===== config.mk =====
export PLATFORM = sky130hd
export DESIGN_NAME = tvve_seq_flat
export DESIGN_NICKNAME = d
export VERILOG_FILES = /design/src/tvve_pkg.sv /design/src/tvve_if.sv /design/src/tvve_seq.sv /design/src/flat_wrapper.sv
export SDC_FILE = /design/constraint.sdc
export NUM_CORES = 1
export LEC_CHECK = 0
export ABC_CLOCK_PERIOD_IN_PS = 2800
export BUFFER_PORTS_ARGS = -buffer_cell sky130_fd_sc_hd__buf_2
export CORE_UTILIZATION = 40
export CTS_CLUSTER_SIZE = 8
export DETAILED_ROUTE_END_ITERATION = 7
export PLACE_DENSITY_LB_ADDON = 0.2
export RECOVER_POWER = 50
export SLEW_MARGIN = 20
export SYNTH_ARGS = -nofsm -noshare
export SYNTH_HDL_FRONTEND = slang
export SYNTH_SLANG_ARGS = --single-unit

===== constraint.sdc =====
create_clock -name clock -period 2.8 [get_ports clock]
set_input_delay 0.42 -clock clock [delete_from_list [all_inputs] [get_ports clock]]
set_output_delay 0.42 -clock clock [all_outputs]
set_load 0.005 [all_outputs]

===== src/tvve_pkg.sv =====
// shared types and constants of the tagged varint value encoder
// no dependencies
package tvve_pkg;

   localparam logic [7:0] TAG_NULL    = 8'h00;
   localparam logic [7:0] TAG_FALSE   = 8'h01;
   localparam logic [7:0] TAG_TRUE    = 8'h02;
   localparam logic [7:0] TAG_INT     = 8'h03;
   localparam logic [7:0] TAG_UINT    = 8'h04;
   localparam logic [7:0] TAG_F32     = 8'h05;
   localparam logic [7:0] TAG_F64     = 8'h06;
   localparam logic [7:0] TAG_STR     = 8'h07;
   localparam logic [7:0] TAG_STRDICT = 8'h08;
   localparam logic [7:0] TAG_BYTES   = 8'h09;
   localparam logic [7:0] TAG_ARRAY   = 8'h0a;
   localparam logic [7:0] TAG_MAP     = 8'h0b;
   localparam logic [7:0] TAG_TYPETAG = 8'h0c;
   localparam logic [7:0] TAG_REFDEF  = 8'h0d;
   localparam logic [7:0] TAG_REFUSE  = 8'h0e;
   localparam logic [7:0] DICT_NEW    = 8'h00;
   localparam logic [7:0] ERR_MARKER  = 8'h00;

   localparam logic [7:0] DIGIT_MASK  = 8'h7f;
   localparam logic [7:0] CONT_BIT    = 8'h80;

   localparam int CSR_ADDR_W = 2;
   localparam logic [CSR_ADDR_W-1:0] CSR_SELF_DESCRIBING = 2'd0;
   localparam logic [CSR_ADDR_W-1:0] CSR_STRING_DEDUP    = 2'd1;

   typedef enum logic [3:0] {
      OP_NULL    = 4'd0,
      OP_BOOL    = 4'd1,
      OP_INT     = 4'd2,
      OP_UINT    = 4'd3,
      OP_REAL32  = 4'd4,
      OP_REAL64  = 4'd5,
      OP_STR     = 4'd6,
      OP_BYTES   = 4'd7,
      OP_ARRAY   = 4'd8,
      OP_MAP     = 4'd9,
      OP_KEY     = 4'd10,
      OP_TYPETAG = 4'd11,
      OP_REFDEF  = 4'd12,
      OP_REFUSE  = 4'd13,
      OP_PAYLOAD = 4'd14
   } op_type;

   typedef enum logic [1:0] {
      BODY_NONE,
      BODY_VARINT,
      BODY_FIXED
   } body_type;

   typedef enum logic [1:0] {
      ST_IDLE,
      ST_PRE0,
      ST_PRE1,
      ST_BODY
   } state_type;

   typedef struct packed {
      logic self_describing;
      logic string_dedup;
   } cfg_type;

   typedef struct packed {
      logic        load;
      logic        step;
      logic        fixed;
      logic        half;
      logic [63:0] value;
   } digit_ctl_type;

   typedef struct packed {
      logic [7:0] out_byte;
      logic       last;
   } digit_sts_type;

   typedef struct packed {
      logic [7:0] out_byte;
      logic       last;
      logic       error;
   } out_item_type;

endpackage


===== src/tvve_if.sv =====
// channel interfaces of the tagged varint value encoder: request, response, csr
// depends on tvve_pkg
interface tvve_req_if;
   logic               valid;
   logic               ready;
   logic [3:0]         op;
   logic [63:0]        value;
   logic signed [31:0] count;
   logic               dict_hit;
   logic [31:0]        dict_id;

   modport source (output valid, op, value, count, dict_hit, dict_id, input ready);
   modport sink (input valid, op, value, count, dict_hit, dict_id, output ready);
endinterface



===== src/tvve_seq.sv =====
// token decode and byte sequencer with the sticky error flag
// depends on tvve_pkg and tvve_if; drives tvve_digit and tvve_outbuf
module tvve_seq import tvve_pkg::*; (
   input  logic          clock,
   input  logic          reset,
   tvve_req_if.sink      req_chan,
   input  cfg_type       cfg,
   output digit_ctl_type dctl,
   input  digit_sts_type dsts,
   input  logic          room,
   output logic          push,
   output out_item_type  item
);

   state_type   state_ff, state_in;
   logic        sticky_ff, sticky_in;
   logic [7:0]  pre0_ff, pre1_ff;
   logic        has_p1_ff, err_ff;
   body_type    body_ff;

   logic [7:0]  dec_p0, dec_p1;
   logic        dec_has_p0, dec_has_p1, dec_fix4, dec_err, dec_drop, dec_dref;
   body_type    dec_body;
   logic [63:0] dec_val, zigzag;
   logic [32:0] id_inc;
   logic        accept, go;

   assign zigzag = {req_chan.value[62:0], 1'b0} ^ {64{req_chan.value[63]}};
   assign id_inc = {1'b0, req_chan.dict_id} + 33'd1;

   always_comb begin
      dec_p0     = TAG_NULL;
      dec_p1     = DICT_NEW;
      dec_has_p0 = 1'b0;
      dec_has_p1 = 1'b0;
      dec_body   = BODY_NONE;
      dec_fix4   = 1'b0;
      dec_val    = req_chan.value;
      dec_err    = 1'b0;
      dec_drop   = 1'b0;
      dec_dref   = 1'b0;
      unique case (op_type'(req_chan.op))
         OP_NULL: begin
            dec_has_p0 = 1'b1;
            dec_p0     = TAG_NULL;
         end
         OP_BOOL: begin
            dec_has_p0 = 1'b1;
            dec_p0     = (req_chan.value != 64'd0) ? TAG_TRUE : TAG_FALSE;
         end
         OP_INT: begin
            dec_body = BODY_VARINT;
            if (cfg.self_describing && !req_chan.value[63]) begin
               dec_has_p0 = 1'b1;
               dec_p0     = TAG_UINT;
            end else begin
               dec_has_p0 = cfg.self_describing;
               dec_p0     = TAG_INT;
               dec_val    = zigzag;
            end
         end
         OP_UINT: begin
            dec_has_p0 = cfg.self_describing;
            dec_p0     = TAG_UINT;
            dec_body   = BODY_VARINT;
         end
         OP_REAL32: begin
            dec_has_p0 = cfg.self_describing;
            dec_p0     = TAG_F32;
            dec_body   = BODY_FIXED;
            dec_fix4   = 1'b1;
            dec_val    = {32'd0, req_chan.value[31:0]};
         end
         OP_REAL64: begin
            dec_has_p0 = cfg.self_describing;
            dec_p0     = TAG_F64;
            dec_body   = BODY_FIXED;
         end
         OP_STR: begin
            dec_has_p0 = 1'b1;
            if (cfg.string_dedup) begin
               dec_p0   = TAG_STRDICT;
               dec_dref = 1'b1;
            end else begin
               dec_p0   = TAG_STR;
               dec_body = BODY_VARINT;
            end
         end
         OP_BYTES: begin
            dec_has_p0 = cfg.self_describing;
            dec_p0     = TAG_BYTES;
            dec_body   = BODY_VARINT;
         end
         OP_ARRAY, OP_MAP: begin
            dec_has_p0 = 1'b1;
            if (req_chan.count[31]) begin
               dec_p0  = ERR_MARKER;
               dec_err = 1'b1;
            end else begin
               dec_p0   = (op_type'(req_chan.op) == OP_ARRAY) ? TAG_ARRAY : TAG_MAP;
               dec_body = BODY_VARINT;
               dec_val  = {32'd0, $unsigned(req_chan.count)};
            end
         end
         OP_KEY: begin
            dec_dref = 1'b1;
         end
         OP_TYPETAG: begin
            dec_has_p0 = 1'b1;
            dec_p0     = TAG_TYPETAG;
            dec_dref   = 1'b1;
         end
         OP_REFDEF: begin
            dec_has_p0 = 1'b1;
            dec_p0     = TAG_REFDEF;
            dec_body   = BODY_VARINT;
         end
         OP_REFUSE: begin
            dec_has_p0 = 1'b1;
            dec_p0     = TAG_REFUSE;
            dec_body   = BODY_VARINT;
         end
         OP_PAYLOAD: begin
            dec_has_p0 = 1'b1;
            dec_p0     = req_chan.value[7:0];
         end
         default: begin
            dec_drop = 1'b1;
         end
      endcase
      // dictionary reference: id+1, or a zero byte then the length
      if (dec_dref) begin
         dec_body = BODY_VARINT;
         if (req_chan.dict_hit) begin
            dec_val = {31'd0, id_inc};
         end else if (dec_has_p0) begin
            dec_has_p1 = 1'b1;
            dec_p1     = DICT_NEW;
         end else begin
            dec_has_p0 = 1'b1;
            dec_p0     = DICT_NEW;
         end
      end
   end

   assign accept    = req_chan.valid && req_chan.ready;
   assign go        = accept && !sticky_ff && !dec_drop;
   assign sticky_in = sticky_ff || (go && dec_err);

   always_comb begin
      state_in = state_ff;
      unique case (state_ff)
         ST_IDLE: begin
            if (go) begin
               state_in = dec_has_p0 ? ST_PRE0 : ST_BODY;
            end
         end
         ST_PRE0: begin
            if (room) begin
               if (has_p1_ff) begin
                  state_in = ST_PRE1;
               end else if (body_ff == BODY_NONE) begin
                  state_in = ST_IDLE;
               end else begin
                  state_in = ST_BODY;
               end
            end
         end
         ST_PRE1: begin
            if (room) begin
               state_in = (body_ff == BODY_NONE) ? ST_IDLE : ST_BODY;
            end
         end
         ST_BODY: begin
            if (room && dsts.last) begin
               state_in = ST_IDLE;
            end
         end
         default: begin
            state_in = ST_IDLE;
         end
      endcase
   end

   always_comb begin
      req_chan.ready = 1'b0;
      push           = 1'b0;
      item           = '0;
      dctl.load      = go;
      dctl.step      = 1'b0;
      dctl.fixed     = (dec_body == BODY_FIXED);
      dctl.half      = dec_fix4;
      dctl.value     = dec_val;
      unique case (state_ff)
         ST_IDLE: begin
            req_chan.ready = 1'b1;
         end
         ST_PRE0: begin
            push          = room;
            item.out_byte = pre0_ff;
            item.last     = !has_p1_ff && (body_ff == BODY_NONE);
            item.error    = err_ff;
         end
         ST_PRE1: begin
            push          = room;
            item.out_byte = pre1_ff;
            item.last     = (body_ff == BODY_NONE);
         end
         ST_BODY: begin
            push          = room;
            item.out_byte = dsts.out_byte;
            item.last     = dsts.last;
            dctl.step     = room;
         end
         default: begin
            push = 1'b0;
         end
      endcase
   end

   always_ff @(posedge clock) begin
      if (reset) begin
         state_ff  <= ST_IDLE;
         sticky_ff <= 1'b0;
      end else begin
         state_ff  <= state_in;
         sticky_ff <= sticky_in;
      end
   end

   always_ff @(posedge clock) begin
      if (go) begin
         pre0_ff   <= dec_p0;
         pre1_ff   <= dec_p1;
         has_p1_ff <= dec_has_p1;
         body_ff   <= dec_body;
         err_ff    <= dec_err;
      end
   end

endmodule


===== src/flat_wrapper.sv =====
// flat-port wrapper written by rule: the top's interface ports become plain ports
module tvve_seq_flat import tvve_pkg::*;
  (clock, reset, cfg, dctl, dsts, room, push, item, req_chan_valid, req_chan_op, req_chan_value, req_chan_count, req_chan_dict_hit, req_chan_dict_id, req_chan_ready);
  tvve_req_if req_chan_i ();
  input  logic clock;
  input  logic reset;
  input  cfg_type cfg;
  output digit_ctl_type dctl;
  input  digit_sts_type dsts;
  input  logic room;
  output logic push;
  output out_item_type item;
  input wire logic [$bits(req_chan_i.valid)-1:0] req_chan_valid;
  input wire logic [$bits(req_chan_i.op)-1:0] req_chan_op;
  input wire logic [$bits(req_chan_i.value)-1:0] req_chan_value;
  input wire logic [$bits(req_chan_i.count)-1:0] req_chan_count;
  input wire logic [$bits(req_chan_i.dict_hit)-1:0] req_chan_dict_hit;
  input wire logic [$bits(req_chan_i.dict_id)-1:0] req_chan_dict_id;
  output wire logic [$bits(req_chan_i.ready)-1:0] req_chan_ready;
  assign req_chan_i.valid = req_chan_valid;
  assign req_chan_i.op = req_chan_op;
  assign req_chan_i.value = req_chan_value;
  assign req_chan_i.count = req_chan_count;
  assign req_chan_i.dict_hit = req_chan_dict_hit;
  assign req_chan_i.dict_id = req_chan_dict_id;
  assign req_chan_ready = req_chan_i.ready;
  tvve_seq u_core (.clock(clock), .reset(reset), .req_chan(req_chan_i), .cfg(cfg), .dctl(dctl), .dsts(dsts), .room(room), .push(push), .item(item));
endmodule

======== Yosys cells after proc, flatten, opt, wreduce, memory -nomap -nowiden ========
Index checks and enable logic that the tools add are counted.
cells by class
  $add $sub $neg .......................... 1
  div/mod/pow operators ................... 0
  shifts and indexed selects .............. 0
  $lt $le $gt $ge ......................... 0
  multiply operators ...................... 0
  bitwise logic cells ..................... 2
  eq/ne operators ......................... 22
  multiplexer cells ....................... 41
  reductions and logical operators ........ 25
operators with widths
  kind                                            number
  2-to-1 mux 64 bit                               4
  case mux 64 bit (3 select lines)                1
  case mux 8 bit (12 select lines)                1
  nonzero test 64 bit                             1
  bitwise XOR 64 bit                              1
  adder 32 x 1 -> 33 bit (second input constant)  1
  2-to-1 mux 8 bit                                4
  == test 4 bit (second input constant)           7
  case mux 9 bit (3 select lines)                 1
  2-to-1 mux 2 bit                                9
  == test 4 x 3 -> 1 bit (second input constant)  4
  case mux 2 bit (4 select lines)                 2
  2-to-1 mux 1 bit                                15
  OR reduction 15 bit                             1
  OR reduction 9 bit                              1
  == test 4 x 2 -> 1 bit (second input constant)  2
  OR reduction 2 bit                              4
  logical AND 1 bit                               7
  == test 2 bit (second input constant)           3
  OR reduction 5 bit                              1
  == test 4 x 1 -> 1 bit (second input constant)  1
  logical NOT 2 bit                               2
  logical NOT 4 bit                               1
  2-to-1 mux 4 bit                                1
  other kinds (12)                                16
storage, ports and cells
  output and inout bits ................... 80
  memory bits (read-only) ................. 0
  register bits ........................... 15
  input port bits ......................... 148
  logic and storage cells ................. 97
  bits in writable memories ............... 0
  memories kept ........................... 0
  latch bits .............................. 0

======== Longest topological paths before layout ========
Gate-level depths: netlist (run 1).
  depth in word-level cells ............... 9
  gate-level depth with buffers ........... 9
  mapped depth without buffers ............ 6

======== Worst setup path before layout (run 1) ========
Ideal clock, no wire load.
  path kind ............................... input-to-reg
  start ................................... input port req_chan_value[63]
  end ..................................... register u_core.pre0_ff[0] (data pin)
  required time ........................... 2.648 ns
  path buffers ............................ 3
  stages on the path ...................... 9
  library setup time ...................... 0.152 ns
  path slack .............................. 0.399 ns
  arrival ................................. 2.249 ns
  cell sequence ........................... clkbuf_1 > buf_2 > clkinv_1 > clkbuf_1 > ha_1 > nor4b_1 > nand4_1 > or4_1 > o21ai_0
on the way
  cells in the longest elaborated chain, start to end .. 7
  elaborated cells between the ends (all ways) .. 11
  those cells by class .................... 8 x mux; 3 x reduce/logical
RTL lines
  element                                                                      line                RTL
  start, declared                                                              flat_wrapper.sv:15  input wire logic [$bits(req_chan_i.value)-1:0] req_chan_value;
  parallel branches: the longest is 6 deep, another holds nonzero test 64 bit  n/a
  2-to-1 mux 8 bit (*)                                                         tvve_seq.sv:132     if (dec_dref) begin
  named net u_core.dec_p0[0]                                                   tvve_seq.sv:21      logic [7:0] dec_p0, dec_p1;
  end signal, assigned                                                         tvve_seq.sv:233     pre0_ff <= dec_p0;
  end, declared                                                                tvve_seq.sv:17      logic [7:0] pre0_ff, pre1_ff;
Mark *: on every way through the listed nets, which the timed path passes.
A chain may end at the register's enable or synchronous reset.

==> impl_metrics.tcl, run 1 <==
set metrics [dict create \
    status "finished clean" \
    end_kind "output pin" \
    synthTopCellsByCount "nand2_1 (84), nand3_1 (71), a21oi_1 (50)" \
    yosysUniqueCellTypes 56 \
    cts.sinks 15 \
    grt_pass1_vias 5282 \
    cts_buffers 3 \
    ir_worst_vdd_v 0.000253 \
    min_period_over_period_pct 94.4 \
    max-cap-violations 0 \
    cts.clk_slew.worst_paths_ns 0.06 \
    netlist.area_leader.share_pct 9.41 \
    yosys_warnings 0 \
    hold_violations 0 \
    slew_violations 0 \
    worstPathArrival_ns 2.22 \
    async_flop_share_pct 0 \
    cts_hold_buf 0 \
    coreArea_sq_um 10300 \
    cts_root_buffer "clkbuf_8" \
    grt.total_usage_pct 28.1 \
    port_buffers 227 \
    met1_length_um 6950 \
    finalSetupTns_ns 0 \
    route.met3.wl_um 1290 \
    wl_per_cell_um 17.3 \
    cts_htree_levels 1 \
    yosys.cell_count.top_type "nand2_1" \
    worstMarginPinSlew_ns 0.745 \
    via_per_inst 6.14 \
    setup-violations-final 0 \
    finalNetCount 981 \
    max_slew_margin_pct 50.3 \
    synthesis.area_sq_um 4250 \
    dpl.cell_count 962 \
    cts_resized 0 \
    fin_crit_ns 2.64 \
    io_pins 228 \
    maxClockFrequency_mhz 378 \
    place_hpwl_um 12800 \
    antenna_found_initial 0 \
    critPathLaunchType "input pin" \
    start_util_pct 41.2 \
    postCtsSetupRepairBufs 0 \
    area_growth_pct 31.8 \
    synth_top_area_cell "mux2i_1" \
    synthFlopType "edfxtp_1" \
    postRouteAntennaNets 0 \
    syn_area_per_cell_sq_um 6.71 \
    rsz0062_at_grt "false" \
    syn_nets 784 \
    cts_tree "done" \
    top_layer "met4" \
    power.leakage_nw 2.44 \
    drcViolationCount 0 \
    die-area_sq_um 11000 \
    r2r_slack_ns 1.05 \
    synth_edf_count 12 \
    dr.pass1.iters 5 \
    synth_area_leaders "mux2i_1 (9.4%), edfxtp_1 (8.5%), nand3_1 (8.4%), nand2_1 (7.4%), xor2_1 (7.2%)" \
    crit_type "input pin to output pin" \
    die_x_um 105 \
    hold_path_class "input pin to register" \
    layout-drive-gt1-share_pct 30.6 \
    ys_ff_latch 15 \
    grt_max_degree 46 \
    gr-total-overflow 0 \
    place_congestion 0.969 \
    stdcell_count 966 \
    yosysSeqAreaShare_pct 9.89 \
    drtIter0Drc 537 \
    wl_met2_um 8030 \
    via_count 5931 \
    wl_um 16700 \
    fin_skew_ns 0.00582 \
    clk_path_buf_depth 2 \
    die_h_um 105 \
    insertion_delay_ns 0.24 \
    rows 37 \
    power_per_cell_area_nw_per_um2 275 \
    cp_max_fo 19 \
    final_util_pct 54.3 \
    cp_data_required_time_ns 2.38 \
    grt_first_pass_wirelength_um 25900 \
    antennaDiodeCount 0 \
    post_synth_inst_count 634 \
    power_w 0.00154 \
]
-- placed cells by master, fill, tap and decap left out, drive strengths merged, types with 16 or more instances in the layout --
| cell | count |
|---|---|
| nor2 | 16 |
| buf | 236 |
| o31ai | 17 |
| a31oi | 25 |
| a32o | 27 |
| nor4 | 16 |
| mux2i | 40 |
| xor2 | 35 |
| or4 | 18 |
| a21oi | 50 |
| nand3 | 71 |
| clkbuf | 26 |
| nand2 | 84 |
| a211oi | 32 |
-- worst paths after layout --
| check | cells past startpoint | startpoint | endpoint |
|---|---|---|---|
| worst max-delay path | 7 | req_chan_dict_id[5] | dctl[17] |
| worst min-delay path | 2 | reset | u_core.state_ff[0] |
| worst max register to register | 4 | u_core.state_ff[1] | u_core.state_ff[1] |
| worst min register to register | 2 | u_core.sticky_ff | u_core.sticky_ff |
-- final cells by class --
class | count | area, sq um
flip-flops and latches | 15 | 420
fillers | 1056 | 4720
clock buffers | 4 | 45.0
multi-input cells | 542 | 3540
inverters | 11 | 41.3
repair buffers | 258 | 1380
well taps | 136 | 170
-- metrics by stage --
| step | instance area [sq um] | hold slack [ns] | setup WS [ns] |
|---|---|---|---|
| 6_report | 5610 | 0.363 | 0.158 |
| 4_1_cts | 5630 | 0.363 | 0.166 |
| 2_1_floorplan | 4250 | 0.438 | 0.399 |
| 3_3_place_gp | 5580 | 0.460 | 0.221 |
| 5_1_grt | 5610 | 0.363 | 0.0353 |
| 3_5_place_dp | 5580 | 0.495 | 0.167 |
-- cell families (layout without fill, tap and decap cells) --
family,Yosys count,in the layout,share of synthesized area [%]
AND/OR/NAND/NOR,271,271,33.5
flip-flops,15,15,9.89
adder cells (fa/ha/maj),2,2,0.588
AO/OA/AOI/OAI,187,187,30.6
XOR/XNOR,40,40,8.24
buffers and inverters,77,273,7.24
multiplexers,42,42,9.94
-- sequential cells by signal (all words and copies together), names as in the netlist --
register	cells
u_core.err_ff	1
u_core.has_p1_ff	1
u_core.state_ff	2
u_core.body_ff	2
u_core.pre0_ff	8
u_core.sticky_ff	1
-- layer usage --
layer	vias up	track usage, %
met5	-	0
met4	0	7.24
met3	42	4.18
met2	301	49.2
met1	2750	35.8
li1	2838	-
-- critical path, cell delays in order --
cell     delay, ns
buf_2         0.13
nand4_1       0.15
or4_1         0.50
buf_4         0.22
or4_1         0.50
a31oi_1       0.17
buf_2         0.13
-- power by group --
group | switching, W | internal, W
Clock | 0.0000700 | 0.000101
Combinational | 0.000527 | 0.000453
Sequential | 0.0000837 | 0.000307
No activity file was read; power rests on OpenSTA's default activity.
==> run 2: changes to the inputs <==
--- a/config.mk
+++ b/config.mk
@@ -5,6 +5,7 @@
 export SDC_FILE = /design/constraint.sdc
 export NUM_CORES = 1
 export LEC_CHECK = 0
+export ABC_AREA = 1
 export ABC_CLOCK_PERIOD_IN_PS = 2800
 export BUFFER_PORTS_ARGS = -buffer_cell sky130_fd_sc_hd__buf_2
 export CORE_UTILIZATION = 40
==> impl_metrics.tcl, run 2 <==
set metrics [dict create \
    grt.total_usage_pct 26.2 \
    worstPathArrival_ns 2.12 \
    yosys_warnings 0 \
    worstMarginPinSlew_ns 0.523 \
    die-area_sq_um 11600 \
    coreArea_sq_um 10800 \
    cts.sinks 15 \
    power.leakage_nw 3.10 \
    crit_type "input pin to output pin" \
    drtIter0Drc 509 \
    synthesis.area_sq_um 4460 \
    dr.pass1.iters 5 \
    critPathLaunchType "input pin" \
    cts_root_buffer "clkbuf_8" \
    cts_buffers 3 \
    synthTopCellsByCount "nand2_1 (227), nor2_1 (150), inv_1 (85)" \
    insertion_delay_ns 0.25 \
    fin_skew_ns 0.00370 \
    postPlaceCellArea_sq_um 5620 \
    slew_violations 0 \
    min_period_over_period_pct 90.7 \
    async_flop_share_pct 0 \
    cp_data_required_time_ns 2.38 \
    multiInputGateArea_sq_um 3420 \
    drcViolationCount 0 \
    hold_violations 0 \
    postRouteAntennaNets 0 \
    syn_area_per_cell_sq_um 5.46 \
    cts_htree_levels 1 \
    post_synth_inst_count 816 \
    layout-drive-gt1-share_pct 25.6 \
    stdcell_count 1161 \
    nFillCells 1231 \
    power_per_cell_area_nw_per_um2 260 \
    die_x_um 108 \
    synth_top_area_cell "nand2_1" \
    hold_path_class "input pin to register" \
    io_pins 228 \
    ys_ff_latch 15 \
    r2r_cells 4 \
    end_kind "output pin" \
    grt_first_pass_wirelength_um 24600 \
    maxClockFrequency_mhz 394 \
    wl_um 16000 \
    cts_resized 0 \
    die_h_um 108 \
    yosysSeqAreaShare_pct 9.43 \
    finalSetupTns_ns 0 \
    fin_area_sq_um 5640 \
    wl_per_cell_um 13.7 \
    dpl.cell_count 1157 \
    final_common_cell "nand2_1" \
    grt_max_degree 64 \
    rsz0062_at_grt "false" \
    rows 38 \
    max_slew_margin_pct 65.1 \
    post-place-ws_ns 0.385 \
    layout_setup_ws_ns 0.261 \
    start_util_pct 41.1 \
    port_buffers 227 \
    clk_path_buf_depth 2 \
    grt_pass1_vias 5144 \
    yosysUniqueCellTypes 41 \
    seq_area_sq_um 420 \
    place_congestion 0.952 \
    place_hpwl_um 13100 \
    synthFlopType "edfxtp_1" \
    largestRegisters "u_core.pre0_ff x8, u_core.body_ff x2, u_core.state_ff x2" \
    setup-violations-final 0 \
    area_growth_pct 26.6 \
    ir_worst_vdd_v 0.000288 \
    antenna_found_initial 0 \
    yosys.cell_count.top_type "nand2_1" \
    fin_crit_ns 2.54 \
    cts_tree "done" \
    final_cell_mix "nand2_1 (229), buf_2 (214), nor2_1 (151)" \
    finalNetCount 1172 \
    hold_path_depth 2 \
    status "finished clean" \
    via_count 5967 \
    syn_nets 966 \
    antennaDiodeCount 0 \
    netlist.area_leader.share_pct 19.1 \
    cp_max_fo 20 \
    synth_area_leaders "nand2_1 (19%), nor2_1 (13%), xor2_1 (10%), edfxtp_1 (8.1%), inv_1 (7.2%)" \
    top_register "u_core.pre0_ff" \
    cts.clk_slew.worst_paths_ns 0.06 \
    gr-total-overflow 0 \
    postCtsSetupRepairBufs 0 \
    synth_edf_count 12 \
    largest_register_ffs 8 \
    via_per_inst 5.14 \
    max-cap-violations 0 \
    cts_hold_buf 0 \
]
## run 2: worst paths after layout
path	endpoint	slack, ns	from
setup / recovery	dctl[12]	0.26	req_chan_op[3]
setup reg to reg	u_core.pre0_ff[2]	0.55	u_core.state_ff[0]
hold / removal	u_core.sticky_ff	0.34	reset
hold reg to reg	u_core.sticky_ff	0.48	u_core.sticky_ff
## run 2: power by group
group | switching [W] | internal, W
Sequential | 0.0000386 | 0.000309
Clock | 0.0000730 | 0.000101
Combinational | 0.000565 | 0.000383
## run 2: area by class of cell
cell class	instances	share of cell area [%]
clock buffers	4	0.798
flip-flops and latches	15	7.45
well taps	140	3.10
multi-input cells	671	60.5
inverters	95	6.36
repair buffers	236	21.7
## run 2: per-stage QoR
stage	hold WS, ns	utilization (%)	total power, W
detailed placement	0.472	51.9	0.00131
global placement	0.441	51.9	0.00130
floorplan	0.430	-	0.000895
finish	0.344	52.1	0.00147
CTS	0.342	52.3	0.00148
global route	0.347	52.1	0.00160
## run 2: cells by family after synthesis
| kind of cell | Yosys count | share of synthesized area [%] |
|---|---|---|
| compound gates | 115 | 16.3 |
| xor+xnor | 61 | 12.0 |
| simple gates | 493 | 48.0 |
| fa+ha+maj | 2 | 0.561 |
| buf+inv | 130 | 13.7 |
| flops | 15 | 9.43 |
## run 2: per-layer routing
metal / wire (um) / vias to the layer above / track usage, %
li1: - / 3046 / -
met1: 7150 / 2677 / 35.6
met2: 7610 / 232 / 45.8
met3: 1010 / 12 / 1.82
met4: 186 / 0 / 4.01
met5: 0 / - / 0
## run 2: worst max-delay path: stages
cell and delay, ns:
clkbuf_1 0.27, inv_2 0.08, nor2_1 0.18, nand2_1 0.10, nand2_2 0.11, nand2_4 0.17
inv_1 0.17, buf_4 0.23, o211ai_1 0.11, o21ai_1 0.12, buf_2 0.14
==> run 3: changes to the inputs <==
--- a/config.mk
+++ b/config.mk
@@ -9,6 +9,7 @@
 export ABC_CLOCK_PERIOD_IN_PS = 2800
 export BUFFER_PORTS_ARGS = -buffer_cell sky130_fd_sc_hd__buf_2
 export CORE_UTILIZATION = 40
+export CTS_BUF_LIST = sky130_fd_sc_hd__clkbuf_16
 export CTS_CLUSTER_SIZE = 8
 export DETAILED_ROUTE_END_ITERATION = 7
 export PLACE_DENSITY_LB_ADDON = 0.2
==> impl_metrics.tcl, run 3 (same netlist as run 2, synthesis figures left out) <==
set metrics [dict create \
    port_buffers 227 \
    die_h_um 108 \
    crit_chain "clkbuf_1 -> inv_2 -> nor2_1 -> nand2_1 -> nand2_2 -> nand2_4 -> inv_1 -> buf_4 -> nor3_1 -> nor2_1 -> buf_2" \
    crit_family "buffers and inverters" \
    place_hpwl_um 13100 \
    power.leakage_nw 3.12 \
    largestRegisters "u_core.pre0_ff x8, u_core.body_ff x2, u_core.state_ff x2" \
    max_slew_margin_pct 64.6 \
    die_x_um 108 \
    via_count 5948 \
    drcViolationCount 0 \
    cts_buffers 3 \
    grt_pass1_vias 5139 \
    cts.clk_slew.worst_paths_ns 0.05 \
    end_kind "output pin" \
    insertion_delay_ns 0.24 \
    status "finished clean" \
    cts.sinks 15 \
    place_congestion 0.952 \
    critPathLaunchType "input pin" \
    postPlaceCellArea_sq_um 5620 \
    finalSetupTns_ns 0 \
    die-area_sq_um 11600 \
    cts_htree_levels 1 \
    wl_um 16000 \
    finalNetCount 1172 \
    io_pins 228 \
    cp_max_fo 20 \
    cts_root_buffer "clkbuf_16" \
    rows 38 \
    fin_skew_ns 0.000916 \
    cp_slowest_stage_delay_ns 0.27 \
    cts_tree "done" \
    layout-drive-gt1-share_pct 25.6 \
    coreArea_sq_um 10800 \
    setup-violations-final 0 \
    nFillCells 1226 \
    start_util_pct 41.1 \
    dr.pass1.iters 5 \
    min_period_over_period_pct 90.5 \
    area_growth_pct 27.4 \
    cp_slowest_cell "clkbuf_1" \
    antenna_found_initial 0 \
    cp.buffers_inverters 5 \
    cts_hold_buf 0 \
    cp_data_required_time_ns 2.38 \
    slew_violations 0 \
    cts_resized 0 \
    ir_worst_vdd_v 0.000298 \
    gr-total-overflow 0 \
    power_per_cell_area_nw_per_um2 276 \
    fin_crit_ns 2.53 \
    hold_path_class "input pin to register" \
    clk_path_buf_depth 2 \
    antennaDiodeCount 0 \
    max-cap-violations 0 \
    rsz0062_at_grt "false" \
    worstPathArrival_ns 2.11 \
    drtIter0Drc 558 \
    final_common_cell "nand2_1" \
    worstMarginPinSlew_ns 0.532 \
    largest_register_ffs 8 \
    postRouteAntennaNets 0 \
    grt.total_usage_pct 26.3 \
    maxClockFrequency_mhz 395 \
    fin_area_sq_um 5680 \
    hold_violations 0 \
    crit_type "input pin to output pin" \
    grt_max_degree 64 \
    top_register "u_core.pre0_ff" \
    grt_first_pass_wirelength_um 24600 \
    postCtsSetupRepairBufs 0 \
    final_cell_mix "nand2_1 (229), buf_2 (214), nor2_1 (151)" \
    crit_path_frequent_cell "nor2_1" \
    via_per_inst 5.12 \
    wl_per_cell_um 13.8 \
]
-- run 3: worst paths after layout --
path	start	end	slack [ns]	cells past startpoint
max	req_chan_op[3]	dctl[18]	0.27	11
min	reset	u_core.sticky_ff	0.35	2
max reg2reg	u_core.state_ff[0]	u_core.pre0_ff[4]	0.57	4
min reg2reg	u_core.sticky_ff	u_core.sticky_ff	0.48	2
-- run 3: power breakdown --
part	internal, W	total (W)	switching (W)
combinational	0.000383	0.000948	0.000565
sequential	0.000309	0.000348	0.0000387
clock	0.000189	0.000271	0.0000820
total	0.000881	0.00157	0.000686
-- run 3: stage by stage --
stage          power (W)  hold slack, ns  std cells  util (%)  worst slack [ns]
6_report         0.00157           0.354       1161      52.4             0.266
3_5_place_dp     0.00131           0.472       1157      51.9             0.385
2_1_floorplan   0.000895           0.430        816         -             0.764
4_1_cts          0.00158           0.351       1161      52.6             0.378
5_1_grt          0.00170           0.357       1161      52.4             0.102
3_3_place_gp     0.00130           0.441       1157      51.9             0.403
-- run 3: layout make-up --
type | count | area (sq um) | share of cell area [%]
clock buffer | 3 | 75.1 | 1.32
clock inverter | 1 | 3.75 | 0.0661
inverter | 95 | 359 | 6.32
multi-input combinational | 671 | 3420 | 60.2
sequential | 15 | 420 | 7.40
tap | 140 | 175 | 3.09
timing repair buffer | 236 | 1230 | 21.6
-- run 3: layer usage --
layer	track usage, %	vias to the layer above	wire [um]
li1	-	3042	-
met1	35.7	2661	7180
met2	45.9	232	7610
met3	1.82	13	985
met4	4.01	0	189
met5	0	-	0
